### src/rtl/rk4msd_pkg.sv
// Shared types, constants, micro-program and helpers for the RK4 integrator.
package rk4msd_pkg;

    localparam int AXES   = 3;
    localparam int IN_W   = 96;
    localparam int OUT_W  = 296;
    localparam int PROG_LEN = 34;

    // Register indexes of the configuration port
    localparam logic [2:0] REG_STIFFNESS  = 3'd0;
    localparam logic [2:0] REG_DAMPING    = 3'd1;
    localparam logic [2:0] REG_INV_MASS_X = 3'd2;
    localparam logic [2:0] REG_INV_MASS_Y = 3'd3;
    localparam logic [2:0] REG_INV_MASS_Z = 3'd4;
    localparam logic [2:0] REG_FORCE_X    = 3'd5;
    localparam logic [2:0] REG_FORCE_Y    = 3'd6;
    localparam logic [2:0] REG_FORCE_Z    = 3'd7;

    // Action codes carried in s_tuser
    localparam logic ACT_LOAD = 1'b0;
    localparam logic ACT_STEP = 1'b1;

    // Step constants, unsigned Q0.32
    localparam logic [22:0] DT_Q32  = 23'd4294967;
    localparam logic [22:0] HDT_Q32 = 23'd2147484;
    localparam logic [22:0] DT6_Q32 = 23'd715828;

    typedef enum logic [3:0] {
        OP_INIT,
        OP_P,
        OP_Q,
        OP_S,
        OP_F,
        OP_ACC1,
        OP_ACC2,
        OP_DTX_H,
        OP_DTV_H,
        OP_DTX_F,
        OP_DTV_F,
        OP_FX,
        OP_FV,
        OP_STORE
    } op_t;

    typedef struct packed {
        logic       issue;
        logic       write;
        logic       load;
        logic       publish;
        logic [1:0] ax;
        op_t        op;
    } cmd_t;

    // Micro-program for one axis of one step
    function automatic op_t prog_op(input logic [5:0] pc);
        op_t o;
        unique case (pc)
            6'd0:  o = OP_INIT;
            6'd1, 6'd8, 6'd15, 6'd22, 6'd29:  o = OP_P;
            6'd2, 6'd9, 6'd16, 6'd23, 6'd30:  o = OP_Q;
            6'd3, 6'd10, 6'd17, 6'd24, 6'd31: o = OP_S;
            6'd4, 6'd11, 6'd18, 6'd25, 6'd32: o = OP_F;
            6'd5, 6'd26:   o = OP_ACC1;
            6'd12, 6'd19:  o = OP_ACC2;
            6'd6, 6'd13:   o = OP_DTX_H;
            6'd7, 6'd14:   o = OP_DTV_H;
            6'd20:         o = OP_DTX_F;
            6'd21:         o = OP_DTV_F;
            6'd27:         o = OP_FX;
            6'd28:         o = OP_FV;
            default:       o = OP_STORE;
        endcase
        return o;
    endfunction

    // Clamp a wide value to the signed 32-bit range
    function automatic logic signed [31:0] clip32(input logic signed [69:0] v);
        logic signed [31:0] r;
        if (v > 70'sh0_0000_0000_7FFF_FFFF) begin
            r = 32'sh7FFF_FFFF;
        end
        else if (v < -70'sh0_0000_0000_8000_0000) begin
            r = -32'sh8000_0000;
        end
        else begin
            r = v[31:0];
        end
        return r;
    endfunction

    function automatic logic ovf32(input logic signed [69:0] v);
        return (v > 70'sh0_0000_0000_7FFF_FFFF) || (v < -70'sh0_0000_0000_8000_0000);
    endfunction

endpackage

### src/rtl/rk4msd_ctrl.sv
// Controller: handshakes, micro-program counter and axis sequencing.
module rk4msd_ctrl (
    input  logic                clk,
    input  logic                rst_n,
    input  logic                s_tvalid,
    output logic                s_tready,
    input  logic                action,
    output logic                m_tvalid,
    input  logic                m_tready,
    output rk4msd_pkg::cmd_t    cmd
);

    typedef enum logic [1:0] {
        ST_IDLE,
        ST_RUN,
        ST_FLUSH
    } state_t;

    state_t     state_reg, state_next;
    logic       phase_reg, phase_next;
    logic [5:0] pc_reg, pc_next;
    logic [1:0] ax_reg, ax_next;
    logic       mvalid_reg, mvalid_next;
    logic       publish;

    assign s_tready = (state_reg == ST_IDLE);
    assign m_tvalid = mvalid_reg;
    assign publish  = (state_reg == ST_FLUSH) && (!mvalid_reg || m_tready);

    // Drive datapath commands
    always_comb
    begin
        cmd.issue   = (state_reg == ST_RUN) && !phase_reg;
        cmd.write   = (state_reg == ST_RUN) && phase_reg;
        cmd.load    = (state_reg == ST_IDLE) && s_tvalid && (action == rk4msd_pkg::ACT_LOAD);
        cmd.publish = publish;
        cmd.ax      = ax_reg;
        cmd.op      = rk4msd_pkg::prog_op(pc_reg);
    end

    // Sequence items and micro-ops
    always_comb
    begin
        state_next  = state_reg;
        phase_next  = phase_reg;
        pc_next     = pc_reg;
        ax_next     = ax_reg;
        mvalid_next = mvalid_reg;
        if (mvalid_reg && m_tready) begin
            mvalid_next = 1'b0;
        end
        unique case (state_reg)
            ST_IDLE:
            begin
                if (s_tvalid) begin
                    if (action == rk4msd_pkg::ACT_STEP) begin
                        state_next = ST_RUN;
                        phase_next = 1'b0;
                        pc_next    = '0;
                        ax_next    = '0;
                    end
                    else begin
                        state_next = ST_FLUSH;
                    end
                end
            end
            ST_RUN:
            begin
                phase_next = !phase_reg;
                if (phase_reg) begin
                    if (pc_reg == 6'(rk4msd_pkg::PROG_LEN - 1)) begin
                        pc_next = '0;
                        ax_next = ax_reg + 2'd1;
                        if (ax_reg == 2'(rk4msd_pkg::AXES - 1)) begin
                            state_next = ST_FLUSH;
                        end
                    end
                    else begin
                        pc_next = pc_reg + 6'd1;
                    end
                end
            end
            ST_FLUSH:
            begin
                if (publish) begin
                    mvalid_next = 1'b1;
                    state_next  = ST_IDLE;
                end
            end
            default:
            begin
                state_next = ST_IDLE;
            end
        endcase
    end

    // Hold state and registered outputs
    always_ff @(posedge clk or negedge rst_n)
    begin
        if (!rst_n) begin
            state_reg  <= ST_IDLE;
            phase_reg  <= 1'b0;
            pc_reg     <= '0;
            ax_reg     <= '0;
            mvalid_reg <= 1'b0;
        end
        else begin
            state_reg  <= state_next;
            phase_reg  <= phase_next;
            pc_reg     <= pc_next;
            ax_reg     <= ax_next;
            mvalid_reg <= mvalid_next;
        end
    end

endmodule

### config.mk
export PLATFORM = sky130hd
export DESIGN_NAME = rk4msd_ctrl
export DESIGN_NICKNAME = d
export VERILOG_FILES = /design/src/rtl/rk4msd_pkg.sv /design/src/rtl/rk4msd_ctrl.sv
export SDC_FILE = /design/constraint.sdc
export NUM_CORES = 1
export LEC_CHECK = 0
export BUFFER_PORTS_ARGS = -buffer_cell sky130_fd_sc_hd__buf_2
export CELL_PAD_IN_SITES_DETAIL_PLACEMENT = 0
export CELL_PAD_IN_SITES_GLOBAL_PLACEMENT = 2
export CORE_MARGIN = 3
export CORE_UTILIZATION = 30
export CTS_CLUSTER_SIZE = 8
export DETAILED_ROUTE_END_ITERATION = 12
export PLACE_DENSITY_LB_ADDON = 0.25
export SLEW_MARGIN = 20
export SYNTH_ARGS = -nofsm -noshare
export SYNTH_HDL_FRONTEND = slang
export SYNTH_SLANG_ARGS = --single-unit
### constraint.sdc
create_clock -name clk -period 2.2 [get_ports clk]
set_clock_uncertainty 0.05 [all_clocks]
set_input_delay 0.11 -clock clk [delete_from_list [all_inputs] [get_ports clk]]
set_output_delay 0.11 -clock clk [all_outputs]
set_load 0.005 [all_outputs]
=== After elaboration in Yosys (flattened, before gate mapping) ===
Memory sizes are Yosys's and may differ from the RTL's.
Index checks and enable logic that the tools add are counted.
W data, S select, Z words.

* Multiply operators: 0
* Divide/modulo/power cells: 0
* Shift operators: 0
* $lt $le $gt $ge: 0
* Bitwise logic cells: 1
* Equal/unequal tests: 10
* Multiplexer cells: 23
* Reduce and logical (&&, ||, !) cells: 15
* $add $sub $neg: 2

{| class="wikitable"
|+ Operators with widths
! cell !! number
|-
| $mux W6 || 4
|-
| $mux W2 || 10
|-
| $pmux W6 S2 || 1
|-
| $reduce_and A5 Y1 || 2
|-
| $add A6 B1 Y6 const B || 1
|-
| $eq A6 B6 Y1 const B || 1
|-
| $logic_and A1 B1 Y1 || 6
|-
| $ne A2 B1 Y1 const B || 3
|-
| $ne A2 B2 Y1 const B || 3
|-
| $pmux W2 S3 || 1
|-
| $mux W1 || 5
|-
| $eq A2 B2 Y1 const B || 2
|-
| $pmux W2 S2 || 1
|-
| $reduce_and A4 Y1 || 1
|-
| $reduce_and A3 Y1 || 1
|-
| $add A2 B1 Y2 const B || 1
|-
| $eq A2 B1 Y1 const B || 1
|-
| $logic_not A1 Y1 || 2
|-
| $logic_not A2 Y1 || 1
|-
| $pmux W1 S2 || 1
|-
| $reduce_bool A2 Y1 || 1
|-
| $logic_or A1 B1 Y1 || 1
|-
| $not A1 Y1 || 1
|}

* Bits in latches: 0
* Input port bits: 5
* RAM bits: 0
* Bits in read-only memories: 256
* Memories: 1
* Flip-flop bits (word level): 12
* Output and inout port bits: 12

{| class="wikitable"
|+ Memories
! memory !! depth !! width !! rd ports !! clocked after Yosys merged registers in !! wr ports !! RTL line !! source
|-
| (no name shown) || 64 || 4 || 1 || 0 || 0 || rk4msd_pkg.sv:57 || <nowiki>unique case (pc)</nowiki>
|}

=== Longest topological paths before layout ===
Gate-level depths: netlist (run 1).

* Word-level depth: 5
* Mapped depth: 6
* Mapped depth without buffers: 6

=== Least setup slack after synthesis (run 1) ===
OpenSTA, ideal clock, no wires.

* Kind: register to output
* Start point: reg pc_reg[0]
* End point: out cmd[1] (netlist name)
* Data required time: 2.040 ns
* Path slack: 0.571 ns
* Stages on the path, launching flop included: 5
* Data arrival time: 1.469 ns
* Path through: dfrtp_1 -> inv_1 -> ha_1 -> mux4_2 -> a22o_1

{| class="wikitable"
|+ RTL lines
! item !! RTL line !! source
|-
| start, declared || rk4msd_ctrl.sv:21 || <nowiki>logic [5:0] pc_reg, pc_next;</nowiki>
|-
| start signal, assigned || rk4msd_ctrl.sv:110 || <nowiki>pc_reg <= pc_next;</nowiki>
|-
| end, declared || rk4msd_ctrl.sv:10 || <nowiki>output rk4msd_pkg::cmd_t cmd</nowiki>
|}

==> flow_metrics.tcl, run 1 <==
set metrics [dict create \
    antenna_cells 0 \
    drt-wirelength-per-cell_um 12.5 \
    layout_commonest_cell "buf_2" \
    final_nets 151 \
    final_cell_mix "buf_2, nand2_1, nor2_1" \
    fp-row-count 20 \
    worst_ir_drop_vdd_uv 405 \
    path_cells "ha_1, a211o_1, a21oi_1, a31oi_1, buf_2" \
    dieArea_mm2 0.00420 \
    yosysWarnings 0 \
    cts_buffer_depth 2 \
    grt_max_degree 23 \
    crit_start "pc_reg[2]$_DFFE_PN0P_" \
    setup.worst_path.start_class "register" \
    slowest_delay_ns 0.64 \
    antenna_left 0 \
    ios 17 \
    clock_power_share_pct 12.9 \
    ys_ff_latch 12 \
    final_cell_area_mm2 0.00116 \
    area_delta_synth_final_pct 11.9 \
    setup_viol 0 \
    gp_congestion 0.741 \
    tightest_slew_ns 0.700 \
    p_sw_share_pct 46.2 \
    largest_reg_flops 6 \
    worst_r2r_startpoint "pc_reg[1]$_DFFE_PN0P_" \
    crit_arrival_ns 1.90 \
    port_buffers 16 \
    drc 0 \
    vias_per_cell 4.94 \
    power_switching_uw 629 \
    layout-drive-gt1-share_pct 22.1 \
    layout_min_cycle_time_ns 2.06 \
    slew_headroom_pct 53.3 \
    routed_wl_mm 2.25 \
    setup.worst_path.class "reg2out" \
    cts_inserted_buffers 3 \
    overflow 0 \
    p_total_uw 1360 \
    n_fill_cell 359 \
    min_from "m_tready" \
    min_path_type "in2reg" \
    ys_seq_area_share_pct 29.0 \
    ys_types 35 \
    placed_cell_area_mm2 0.00110 \
    rsz0062_at_grt "no" \
    cap_violations 0 \
    cts-root-buf "clkbuf_4" \
    ctsHtreeMaxLevel 1 \
    vias 889 \
    cp-end-kind "primary output" \
    syn_inst 122 \
    p_int_uw 733 \
    p_leak_uw 0.000541 \
    drt_iter0_drc 17 \
    clock.fmax_mhz 486 \
    cts_tree "yes" \
    die_w_um 64.8 \
    power_frac_comb_pct 54.6 \
    core_mm2 0.00318 \
    outcome "finished clean" \
    avgSynthCellArea_um2 8.50 \
    grt_usage_pct 11.9 \
    p_per_area_mw_per_mm2 1170 \
    fin_tns_setup_ns 0 \
    clk_pin_slew_worst_paths_ns 0.08 \
    clkSinkCount 12 \
    grt_pass1_vias 787 \
    start_util_pct 32.6 \
    min_period_over_period_pct 93.4 \
    first_pass_iters 4 \
    synthesis.nets 136 \
    grt_antenna_before_repair 0 \
    die_h_um 64.8 \
    hold_violations 0 \
    cp.required_ns 2.04 \
    grt_pass1_wl_mm 3.95 \
    insertion_delay_ns 0.27 \
    p_seq_share_pct 32.4 \
    hpwlAfterDp_mm 1.65 \
    slew_violations 0 \
    netlist_area_mm2 0.00104 \
    crit_slowest_cell "dfrtp_1" \
    crit_fanout 22 \
]
==> power by group through the flow <==
stage / combinational [uW] / sequential, uW / clock [uW]
global route: 855 / 462 / 194
global placement: 729 / 440 / 0
detailed placement: 721 / 445 / 0
floorplan: 620 / 369 / 0
finish: 744 / 442 / 176
CTS: 727 / 444 / 181
==> metal layers <==
| metal | GRT usage [%] | vias to the layer above | share of wire (%) |
|---|---|---|---|
| li1 | - | 455 | - |
| met1 | 18.4 | 407 | 53 |
| met2 | 16.2 | 25 | 41 |
| met3 | 3.81 | 2 | 5.2 |
| met4 | 1.58 | 0 | 0.45 |
| met5 | 0 | - | 0 |
==> path summary, 6_finish.rpt <==
| path | to | slack [ns] | cells after the start |
|---|---|---|---|
| min | m_tvalid$_DFF_PN0_ | 0.08 | 3 |
| max reg2reg | state_reg[0]$_DFFE_PN0P_ | 0.42 | 6 |
| max in group asynchronous | pc_reg[1]$_DFFE_PN0P_ | 1.68 | 2 |
| min in group asynchronous | state_reg[0]$_DFFE_PN0P_ | 0.18 | 2 |
| max | cmd[3] | 0.14 | 5 |
| min reg2reg | ax_reg[0]$_DFFE_PN0P_ | 0.47 | 1 |
==> stage by stage <==
stage | instances | hold slack [ns] | utilization [%] | setup WS (ns)
6_report | 180 | 0.0824 | 36.5 | 0.144
5_1_grt | 180 | 0.0761 | 36.5 | 0.0211
4_1_cts | 178 | 0.0752 | 36.0 | 0.0799
3_5_place_dp | 173 | -0.0424 | 34.5 | 0.315
3_3_place_gp | 173 | -0.0443 | 34.5 | 0.355
2_1_floorplan | 122 | -0.236 | - | 0.571
==> worst max-delay path: cells and delay by family (launching register included) <==
kind                     cells  cell delay, ns
flip-flops                   1            0.64
AO/OA/AOI/OAI                3            0.50
buffers and inverters        1            0.13
adder cells (fa/ha/maj)      1            0.34
==> cell families after synthesis <==
group           synth area share, %
flops                          29.0
compound gates                 22.7
mux                            3.14
simple gates                   22.6
xor+xnor                       1.69
fa+ha+maj                      10.9
buf+inv                        10.1
==> final cells by class <==
class | count | area, um^2 | share of cell area (%)
clock buffers | 4 | 36.3 | 3.13
inverters | 6 | 22.5 | 1.94
multi-input cells | 94 | 632 | 54.4
flip-flops and latches | 12 | 303 | 26.1
repair buffers | 20 | 113 | 9.70
well taps | 44 | 55.1 | 4.74
==> cell usage after synthesis, drive strengths merged <==
cell type,n,share of area (%)
and3b,1,0.84
o211ai,2,1.4
o21ai,16,7.7
xor2,2,1.7
and3,2,1.2
a211o,1,0.84
nor2,12,4.3
buf,10,8.0
inv,6,2.2
nand2b,6,3.6
nor4b,1,1.4
mux2i,1,0.97
a32o,2,1.9
ha,9,11
a31oi,4,3.9
nand4,2,1.2
a311oi,1,0.84
a21oi,5,2.4
and4,1,0.84
nand2,14,5.1
o22ai,1,0.60
a2111oi,1,1.4
nor2b,1,0.60
mux4,1,2.2
a22o,1,0.84
nand3,2,0.97
or2b,1,0.72
and2,1,0.72
nor3,2,0.97
dfrtp,12,29
a22oi,1,0.72
==> what timing repair did <==
action / in CTS / in global routing
buffers inserted: 0 / 2
hold endpoints to repair: 12 / 0
hold buffers: 1 / 0
gates resized for setup: 1 / 1
endpoints found under the setup margin: 1 / 3
No activity file was read; power rests on OpenSTA's default activity.
==> inputs of run 2 (changes only) <==
--- a/config.mk
+++ b/config.mk
@@ -5,13 +5,13 @@
 export SDC_FILE = /design/constraint.sdc
 export NUM_CORES = 1
 export LEC_CHECK = 0
-export BUFFER_PORTS_ARGS = -buffer_cell sky130_fd_sc_hd__buf_2
 export CELL_PAD_IN_SITES_DETAIL_PLACEMENT = 0
 export CELL_PAD_IN_SITES_GLOBAL_PLACEMENT = 2
 export CORE_MARGIN = 3
 export CORE_UTILIZATION = 30
 export CTS_CLUSTER_SIZE = 8
 export DETAILED_ROUTE_END_ITERATION = 12
+export DONT_BUFFER_PORTS = 1
 export PLACE_DENSITY_LB_ADDON = 0.25
 export SLEW_MARGIN = 20
 export SYNTH_ARGS = -nofsm -noshare
==> run 2 against run 1 <==
Effect of this change: core utilization fell by 3.1 points; power fell by 11%; routed wire length down 0.58%; die area unchanged; worst setup slack improved by 0.069 ns; non-clock buffer count decreased by 17; via count fell by 5.4%; sequential cell count did not move; count of clock-buffer cells in the layout is 1 lower; sequential share of layout area grew 2.3 points; fmax is 3.5% higher; global-route usage is 0.23 points lower; largest cell class unchanged; largest power group unchanged.
==> flow_metrics.tcl, run 2 (synthesized netlist as in run 1, its figures left out) <==
set metrics [dict create \
    outcome "finished clean" \
    port_buffers 0 \
    hold_violations 0 \
    crit_arrival_ns 1.83 \
    antenna_cells 0 \
    insertion_delay_ns 0.27 \
    area_delta_synth_final_pct 2.29 \
    slew_violations 0 \
    worst-path-buf-inv 1 \
    grt_max_degree 23 \
    setup_viol 0 \
    routed_wl_mm 2.23 \
    vias 841 \
    setup.worst_path.start_class "register" \
    ios 17 \
    p_leak_uw 0.000453 \
    cp-end-kind "primary output" \
    drt_iter0_drc 14 \
    min_path_type "in2reg" \
    holdWs_ns 0.0469 \
    clkSinkCount 12 \
    placed_cell_area_mm2 0.00102 \
    slowest_delay_ns 0.53 \
    cap_violations 0 \
    final_nets 134 \
    ff_latch_area_um2 302 \
    drt-wirelength-per-cell_um 13.8 \
    core_mm2 0.00318 \
    tightest_slew_ns 0.679 \
    layout_commonest_cell "nand2_1" \
    clk_pin_slew_worst_paths_ns 0.07 \
    vias_per_cell 5.19 \
    cts_inserted_buffers 3 \
    grt_usage_pct 11.7 \
    final_cell_area_mm2 0.00106 \
    p_per_area_mw_per_mm2 1150 \
    crit_slowest_cell "dfrtp_1" \
    drc 0 \
    antenna_left 0 \
    cts_buffer_depth 2 \
    utilization_pct 33.4 \
    setup.worst_path.class "reg2out" \
    cp.required_ns 2.04 \
    overflow 0 \
    ctsHtreeMaxLevel 1 \
    worst_ir_drop_vdd_uv 512 \
    postCtsSetupRepairBufs 0 \
    grt_antenna_before_repair 0 \
    min_period_over_period_pct 90.3 \
    crit_start "pc_reg[1]$_DFFE_PN0P_" \
    grt_pass1_vias 799 \
    crit_family "flip-flops" \
    hpwlAfterDp_mm 1.62 \
    layout-drive-gt1-share_pct 8.47 \
    final_cell_mix "nand2_1, nor2_1, o21ai_0, dfrtp_1, ha_1" \
    grt_pass1_wl_mm 3.88 \
    dieArea_mm2 0.00420 \
    fp-row-count 20 \
    largest_reg_flops 6 \
    first_pass_iters 4 \
    rsz0062_at_grt "no" \
    multi_input_area_um2 632 \
    cts-root-buf "clkbuf_4" \
    cts_tree "yes" \
    crit_fanout 11 \
    die_w_um 64.8 \
    path_cells "inv_1, ha_1, nand2b_1, nand2_1, xor2_1, a22o_1" \
    slew_headroom_pct 54.8 \
    start_util_pct 32.6 \
    layout_min_cycle_time_ns 1.99 \
    die_h_um 64.8 \
    gp_congestion 0.718 \
    min_from "action" \
    clock.fmax_mhz 503 \
    worst_r2r_startpoint "pc_reg[1]$_DFFE_PN0P_" \
    fin_tns_setup_ns 0 \
    n_fill_cell 347 \
]
==> run 2: changes by cell type in the layout (fill, tap and decap cells not counted), sizes merged <==
cell,delta
clkbuf,-1
buf,-18
dlygate4sd3,+1
==> run 2: layer usage <==
| layer | global-route usage (%) | vias to the layer above | wire length [um] |
|---|---|---|---|
| li1 | - | 426 | - |
| met1 | 16.2 | 398 | 1140 |
| met2 | 17.8 | 15 | 974 |
| met3 | 4.16 | 2 | 107 |
| met4 | 1.58 | 0 | 10 |
| met5 | 0 | - | 0 |
==> run 2: worst reg2reg max path: stages, from the launching register on <==
cell	delay (ns)
dfrtp_1	0.50
inv_1	0.16
ha_1	0.18
nor4b_2	0.30
and2_2	0.25
and4_1	0.19
nor3_1	0.04
==> run 2: path summary, 6_finish.rpt <==
| check | end | slack, ns | cells past startpoint |
|---|---|---|---|
| max reg2reg | state_reg[0]$_DFFE_PN0P_ | 0.42 | 6 |
| max in group asynchronous | pc_reg[0]$_DFFE_PN0P_ | 1.46 | 1 |
| min | state_reg[0]$_DFFE_PN0P_ | 0.05 | 2 |
| max | cmd[1] | 0.21 | 6 |
| min in group asynchronous | pc_reg[2]$_DFFE_PN0P_ | 0.23 | 1 |
| min reg2reg | ax_reg[0]$_DFFE_PN0P_ | 0.50 | 1 |
==> run 2: area by class of cell <==
cell class / count / area share (%)
Clock buffer: 3 / 2.12
Inverter: 6 / 2.12
Multi-Input combinational cell: 94 / 59.6
Sequential cell: 12 / 28.4
Tap cell: 44 / 5.19
Timing Repair Buffer: 3 / 2.59
==> run 2: power by group <==
group,internal (uW),total (uW),switching [uW]
registers,285,445,160
clock network,63.3,132,69.0
logic,267,639,372
total,615,1220,601
==> run 2: timing repair <==
| action | CTS | global route |
|---|---|---|
| resized for setup | 0 | 1 |
| hold endpoints to repair | 12 | 1 |
| hold buffers | 1 | 1 |
| setup endpoints to repair | 0 | 2 |
==> run 2: stage by stage <==
step           setup slack [ns]  std cells  total power [uW]
6_report                  0.213        162              1220
5_1_grt                  0.0133        162              1360
2_1_floorplan             0.571        122               989
4_1_cts                  0.0547        161              1240
3_5_place_dp              0.369        157              1090
3_3_place_gp              0.400        157              1090
==> inputs of run 3 (changes only) <==
==> constraint.sdc (replaced) <==
create_clock -name clk -period 1.9 [get_ports clk]
set_clock_uncertainty 0.05 [all_clocks]
set_input_delay 0.095 -clock clk [delete_from_list [all_inputs] [get_ports clk]]
set_output_delay 0.095 -clock clk [all_outputs]
set_load 0.005 [all_outputs]
==> run 3 against run 2 <==
Effect of this change: core utilization grew 3.0 points; via count grew 0.83%; non-clock buffer count grew 8; sequential power grew 8.1%; power grew 33%; cell area grew 8.8%; first-iteration DRC count grew to 2.5 times the previous value; routed wire length grew 5.1%; critical path depth shrank 2; count of clock-buffer cells in the layout grew 1; critical endpoint unchanged; register-to-register slack lost 0.25 ns.
==> flow_metrics.tcl, run 3 (synthesized netlist as in run 1, its figures left out) <==
set metrics [dict create \
    largest_reg_flops 6 \
    layout_commonest_cell "nand2_1" \
    drt_iter0_drc 35 \
    drc 0 \
    cpMostUsedCell "buf_4" \
    p_leak_uw 0.000495 \
    crit_slowest_cell "mux4_2" \
    hold_violations 0 \
    final_nets 142 \
    hpwlAfterDp_mm 1.81 \
    fin_tns_setup_ns 0 \
    worst_ir_drop_vdd_uv 623 \
    routed_wl_mm 2.35 \
    grt_antenna_before_repair 0 \
    drt-wirelength-per-cell_um 13.7 \
    outcome "finished clean" \
    vias 848 \
    setup_slack_ns 0.0707 \
    die_w_um 64.8 \
    slew_headroom_pct 62.1 \
    dieArea_mm2 0.00420 \
    die_h_um 64.8 \
    slowest_delay_ns 0.45 \
    antenna_cells 0 \
    layout_min_cycle_time_ns 1.83 \
    pre_cts_slack_ns 0.185 \
    ctsHtreeMaxLevel 1 \
    antenna_left 0 \
    grt_pass1_wl_mm 4.00 \
    setup.worst_path.start_class "register" \
    min_path_type "in2reg" \
    first_pass_iters 5 \
    min_period_over_period_pct 96.3 \
    grt_usage_pct 12.0 \
    slew_violations 0 \
    area_delta_synth_final_pct 11.3 \
    cts-root-buf "clkbuf_4" \
    insertion_delay_ns 0.28 \
    n_fill_cell 337 \
    path_cells "buf_4, buf_4, mux4_2, a22o_1" \
    grt_pass1_vias 844 \
    p_per_area_mw_per_mm2 1400 \
    setup_viol 0 \
    gp_congestion 0.765 \
    cts_tree "yes" \
    utilization_pct 36.3 \
    setup.worst_path.class "reg2out" \
    port_buffers 0 \
    cp.required_ns 1.75 \
    cts_inserted_buffers 3 \
    final_cell_mix "nand2_1, nor2_1, o21ai_0" \
    clk_pin_slew_worst_paths_ns 0.08 \
    vias_per_cell 4.96 \
    grt_max_degree 20 \
    crit_fanout 5 \
    clkSinkCount 12 \
    fp-row-count 20 \
    start_util_pct 32.6 \
    crit_arrival_ns 1.68 \
    clock.fmax_mhz 547 \
    core_mm2 0.00318 \
    cp-end-kind "primary output" \
    cap_violations 0 \
    tightest_slew_ns 0.567 \
    cts_buffer_depth 2 \
    ios 17 \
    layout-drive-gt1-share_pct 18.1 \
    overflow 0 \
]
[run 3: cell types whose count changed in the layout (fill, tap and decap cells not counted), moves of 2 or more]
cell	delta
dfrtp_1	-2
dfrtp_2	+2
ha_1	-2
buf_4	+7
[run 3: path summary, 6_finish.rpt]
path,startpoint,endpoint,slack (ns),depth (start not counted)
setup / recovery,pc_reg[0]$_DFFE_PN0P_,cmd[1],0.07,4
hold / removal,s_tvalid,state_reg[0]$_DFFE_PN0P_,0.02,2
setup reg to reg,pc_reg[1]$_DFFE_PN0P_,state_reg[0]$_DFFE_PN0P_,0.17,6
hold reg to reg,ax_reg[0]$_DFFE_PN0P_,ax_reg[0]$_DFFE_PN0P_,0.50,1
max in group asynchronous,rst_n,pc_reg[0]$_DFFE_PN0P_,1.20,1
min in group asynchronous,rst_n,pc_reg[4]$_DFFE_PN0P_,0.19,1
[run 3: critical path, delay by kind of cell (launching register included)]
kind                   cells  cell delay, ns
muxes                      1            0.45
DFF                        1            0.44
buffers and inverters      2            0.28
AOI/OAI and AO/OA          1            0.23
[run 3: through the flow]
stage	std cells	instance area, um^2	hold WS [ns]	total power [uW]
finish	171	1150	0.0231	1610
global route	171	1150	0.0407	1790
CTS	169	1120	0.0166	1560
global placement	162	1050	-0.250	1330
floorplan	122	1040	-0.251	1140
detailed placement	162	1050	-0.250	1340
[run 3: power by group]
part / switching [uW] / internal [uW] / leakage [uW]
Combinational: 505 / 424 / 0.000321
Clock: 88.1 / 117 / 0.0000210
Sequential: 147 / 334 / 0.000153
[run 3: layer usage]
metal  track usage (%)  vias up  share of wire [%]  wire (um)
met5                 0        -                  0          0
met3              3.99        2                4.2         99
met1              17.5      395                 51       1190
li1                  -      437                  -          -
met2              17.5       14                 45       1050
met4              1.58        0               0.17          4
[run 3: timing repair]
item,in CTS,in global routing
cloned,0,0
setup endpoints to repair,2,3
resized for setup,2,4
buffers inserted,0,2
hold endpoints to repair,14,0
hold buffers,3,0
[run 3: layout make-up]
cell class	count	area (um^2)	share of cell area (%)
clock buffer	4	36.3	3.14
inverter	6	22.5	1.95
multi-input combinational	94	647	56.0
sequential	12	304	26.3
tap	44	55.1	4.77
timing repair buffer	11	90.1	7.80
